<file path="config.mk">
export PLATFORM = sky130hd
export DESIGN_NAME = tccs_ctrl
export DESIGN_NICKNAME = d
export VERILOG_FILES = /design/src/rtl/tccs_pkg.sv /design/src/rtl/tccs_ctrl.sv
export SDC_FILE = /design/constraint.sdc
export NUM_CORES = 1
export LEC_CHECK = 0
export ABC_AREA = 1
export ABC_CLOCK_PERIOD_IN_PS = 900
export BUFFER_PORTS_ARGS = -buffer_cell sky130_fd_sc_hd__buf_4
export CAP_MARGIN = 5
export CORE_AREA = 2 2 39 41
export CTS_CLUSTER_SIZE = 20
export DETAILED_ROUTE_END_ITERATION = 8
export DIE_AREA = 0 0 41 43
export SYNTH_ARGS = -nofsm -noshare
export SYNTH_HDL_FRONTEND = slang
export SYNTH_SLANG_ARGS = --single-unit
</file>
<file path="constraint.sdc">
create_clock -name clk -period 0.9 [get_ports clk]
set_input_delay 0 -clock clk [delete_from_list [all_inputs] [get_ports clk]]
set_output_delay 0 -clock clk [all_outputs]
set_load 0.05 [all_outputs]
</file>
<file path="src/rtl/tccs_pkg.sv">
// Shared constants, codes and controller/datapath interface types for the text console.
// No dependencies; used by tccs_ctrl, tccs_dp and the top level (tccs_ram does not use it).
package tccs_pkg;

  localparam int COLS = 80;
  localparam int ROWS = 25;
  localparam int CELLS = COLS * ROWS;
  localparam int CELL_AW = $clog2(CELLS);
  localparam int CNT_W = $clog2(CELLS + 1);
  localparam int COL_W = $clog2(COLS);
  localparam int ROW_W = $clog2(ROWS);
  localparam int POS_W = 11;
  localparam int SCR_W = 5;
  localparam int XW = 18;
  localparam int M_W = 16;
  localparam int DIV_K = 24;
  localparam int RECIP = (2 ** DIV_K + COLS - 1) / COLS;
  localparam int RECIP_W = $clog2(RECIP + 1);
  localparam int Q_W = $clog2((2 ** M_W) / COLS + 1);
  localparam logic [7:0] NEWLINE = 8'd10;

  typedef enum logic [2:0] {
    K_PUT_CURSOR  = 3'd0,
    K_PUT_PLACE   = 3'd1,
    K_SET_CURSOR  = 3'd2,
    K_MOVE_CURSOR = 3'd3,
    K_CLEAR       = 3'd4,
    K_READ        = 3'd5
  } kind_t;

  typedef enum logic [2:0] {
    ST_CLEAR,
    ST_IDLE,
    ST_DIV,
    ST_PLACE,
    ST_SWEEP,
    ST_READ,
    ST_DONE
  } state_t;

  typedef struct packed {
    logic load;
    logic divide;
    logic place;
    logic capture;
    logic sweep_step;
    logic out_load;
  } cmd_t;

  typedef struct packed {
    kind_t kind;
    logic  sweep_needed;
    logic  sweep_done;
    logic  out_free;
  } sts_t;

endpackage

</file>
<file path="src/rtl/tccs_ctrl.sv">
// Controller state machine of the text console: sequences division, placement,
// screen sweeps and result hand-off. Depends on tccs_pkg.
module tccs_ctrl (
  input  logic           clk,
  input  logic           rst,
  input  logic           s_tvalid,
  output logic           s_tready,
  input  tccs_pkg::sts_t sts,
  output tccs_pkg::cmd_t cmd
);
  import tccs_pkg::*;

  state_t state, state_next;

  always_ff @(posedge clk) begin
    if (rst) begin
      state <= ST_CLEAR;
    end else begin
      state <= state_next;
    end
  end

  always_comb begin
    state_next = state;
    unique case (state)
      ST_CLEAR: if (sts.sweep_done) state_next = ST_IDLE;
      ST_IDLE:  if (s_tvalid) state_next = ST_DIV;
      ST_DIV:   state_next = ST_PLACE;
      ST_PLACE: begin
        if (sts.sweep_needed) state_next = ST_SWEEP;
        else if (sts.kind == K_READ) state_next = ST_READ;
        else state_next = ST_DONE;
      end
      ST_SWEEP: if (sts.sweep_done) state_next = ST_DONE;
      ST_READ:  state_next = ST_DONE;
      ST_DONE:  if (sts.out_free) state_next = ST_IDLE;
      default:  state_next = ST_IDLE;
    endcase
  end

  always_comb begin
    cmd = '0;
    s_tready = 1'b0;
    unique case (state)
      ST_CLEAR: cmd.sweep_step = 1'b1;
      ST_IDLE: begin
        s_tready = 1'b1;
        cmd.load = s_tvalid;
      end
      ST_DIV:   cmd.divide = 1'b1;
      ST_PLACE: cmd.place = 1'b1;
      ST_SWEEP: cmd.sweep_step = 1'b1;
      ST_READ:  cmd.capture = 1'b1;
      ST_DONE:  cmd.out_load = sts.out_free;
      default: ;
    endcase
  end

  assert property (@(posedge clk) disable iff (rst)
    (state == ST_PLACE) |-> ($past(state) == ST_DIV))
    else $error("Placement not preceded by division.");

  assert property (@(posedge clk) disable iff (rst)
    cmd.load |=> (state == ST_DIV))
    else $error("Accepted item did not start division.");

  assert property (@(posedge clk) disable iff (rst)
    $onehot0({cmd.load, cmd.divide, cmd.place, cmd.capture, cmd.sweep_step, cmd.out_load}))
    else $error("More than one datapath command at once.");

endmodule

</file>
==> flow_summary_export.csv <==
group,metric,value,unit
sta,period_minus_slack,1160,ps
cells_and_area,largest_register_ffs,3,
logic_synthesis,ys_seq_area_share,24.0,%
cells_and_area,area_delta_synth_final,162,%
global_route,grt_first_pass_wirelength,1350,microns
global_route,grt_remaining_overflow,0,
route,topRoutingLayerUsed,"met4",
cells_and_area,final_common_cell,"buf_4",
sta,worst_pin_slew,202,ps
floorplanning,fp.dieW,41,microns
worst_setup_path,critPathMaxFanout,4,
logic_synthesis,synth_nets,55,
cells_and_area,top_regs,"state (3)",
route,wl_per_cell,8.49,microns
cts,cts_buffers,3,
sta,holdWs,112,ps
worst_setup_path,critPathLaunchType,"flip-flop",
worst_setup_path,worstPathRequired,900,ps
cells_and_area,drive_gt1_share,63.2,%
cts,clockBufferDepth,2,
route,routed_wl,781,microns
logic_synthesis,synth_cell_types,13,
floorplanning,dieHeight,43,microns
cells_and_area,nets,86,
power_and_ir_drop,p_per_area,1710,mW/mm^2
sta,maxClockFrequency,0.862,GHz
power_and_ir_drop,ir_drop,830,uV
worst_setup_path,cp.arrival,1160,ps
sta,rsz0062_at_grt,"true",
power_and_ir_drop,total_power,0.00112,W
cts,cts_tree,"done",
cts,ctsRootBufferMaster,"clkbuf_4",
global_route,grt_usage,11.5,%
sta,hold_viol_final,0,
floorplanning,rows,14,
logic_synthesis,synth_seq_cells,3,
route,viasPerCell,4.26,
route,num_vias,392,
cts,htree_levels,1,
worst_hold_path,min_delay_path_depth,6,
floorplanning,io_pins,16,
global_route,antenna_found_initial,0,
floorplanning,start_util,18.1,%
sta,fin_crit_sh,129,%
sta,tns,-1960,ps
floorplanning,die_area,0.00176,sq mm
route,drc,0,
run_status,violations,"setup timing",
worst_setup_path,rr_worst_depth,7,
sta,setup_viol,10,
route,wl_met1,296,microns
global_route,grt_max_degree,6,
logic_synthesis,syn_area,250,sq um
logic_synthesis,synthCells,46,
power_and_ir_drop,p_leak,0.310,nW
route,first_iter_violations,4,
sta,fin_ws,-260,ps
cells_and_area,diodes,0,
cells_and_area,registers.top_by_ff_count,"state",
worst_setup_path,end_kind,"output pin",
logic_synthesis,yosys_warnings,0,
worst_hold_path,min-delay-path-class,"in2reg",
place,place_congestion,0.716,
worst_setup_path,crit_type,"reg2out",
cts,clk_latency,240,ps
sta,drv_slew,0,
route,drt_first_pass_iters,2,
route,met3WireLength,39,microns
sta,skew,0.459,ps
floorplanning,coreArea,0.00138,sq mm
logic_synthesis,syn_avg_cell_area,5.44,sq um
cts,cts.sink_count,3,
place,hpwl,572,microns
global_route,grt_pass1_vias,369,
place,place_area,489,sq um
run,cap_viol_max_count,0,
cells_and_area,final_area,654,sq um
route,ant_nets,0,
cts,clkTransAtPathRegs,30,ps
run_status,outcome,"finished with violations",
place,port_buffers,15,
cells_and_area,layout_common_cells,"buf_4, nand2_1, buf_6, inv_1",
sta,max_slew_margin,86.4,%
route,met2_wirelength,433,microns
## cells by family after synthesis
family	count (synthesis)	synth area share [%]
AOI/OAI and AO/OA	4	8.00
buffers and inverters	9	13.5
DFF	3	24.0
and+or+nand+nor	30	54.5
## where the power goes
part / total (W) / internal (W) / switching, W / leakage (nW)
Combinational: 0.000693 / 0.000315 / 0.000378 / 0.268
Sequential: 0.000191 / 0.000157 / 0.0000334 / 0.0267
Clock: 0.000237 / 0.000166 / 0.0000713 / 0.0150
Total: 0.00112 / 0.000639 / 0.000483 / 0.310
## synthesized netlist by cell type, drive strengths merged
cell type / number / area, sq um
inv: 9 / 33.8
dfxtp: 3 / 60.1
nor4: 1 / 6.26
nand3b: 2 / 15.0
nand4: 1 / 6.26
o21ai: 1 / 5.00
nor2: 10 / 42.5
nand2: 13 / 51.3
a21oi: 3 / 15.0
nand3: 3 / 15.0
## final cells by class
| class | count | area (sq um) |
|---|---|---|
| timing repair buffer | 26 | 254 |
| inverter | 9 | 46.3 |
| sequential | 3 | 71.3 |
| multi-input combinational | 34 | 236 |
| fill | 144 | 729 |
| clock buffer | 4 | 26.3 |
| tap | 16 | 20.0 |
## critical path, cell delays in order, from the launching register on
cell and delay, ps:
dfxtp_4 350, buf_6 120, nor4_4 260, buf_6 190
## metrics by stage
step	worst slack [ps]	util, %	cells
2_1_floorplan	-255	-	46
3_3_place_gp	-136	35.4	84
3_5_place_dp	-158	35.4	84
4_1_cts	-280	45.5	92
5_1_grt	-314	47.3	92
6_report	-260	47.3	92
## per-layer routing
layer | up-vias | track usage [%]
met5 | - | 0
met4 | 0 | 6.00
met3 | 2 | 4.71
met2 | 8 | 17.8
met1 | 177 | 12.8
li1 | 205 | -
## timing repair
item / in CTS / in global routing
gates resized for setup: 22 / 7
hold buffers: 1 / 0
pin swaps: 5 / 1
buffers inserted: 3 / 0
endpoints found under the hold margin: 3 / 0
setup endpoints to repair: 10 / 10
## worst paths after layout
path	slack (ps)	to	start
min	110	state[1]	sts[2]
max	-260	cmd[0]	state[0]
max reg2reg	-180	state[2]	state[1]
min reg2reg	520	state[2]	state[2]
No activity file was read; power rests on OpenSTA's default activity.
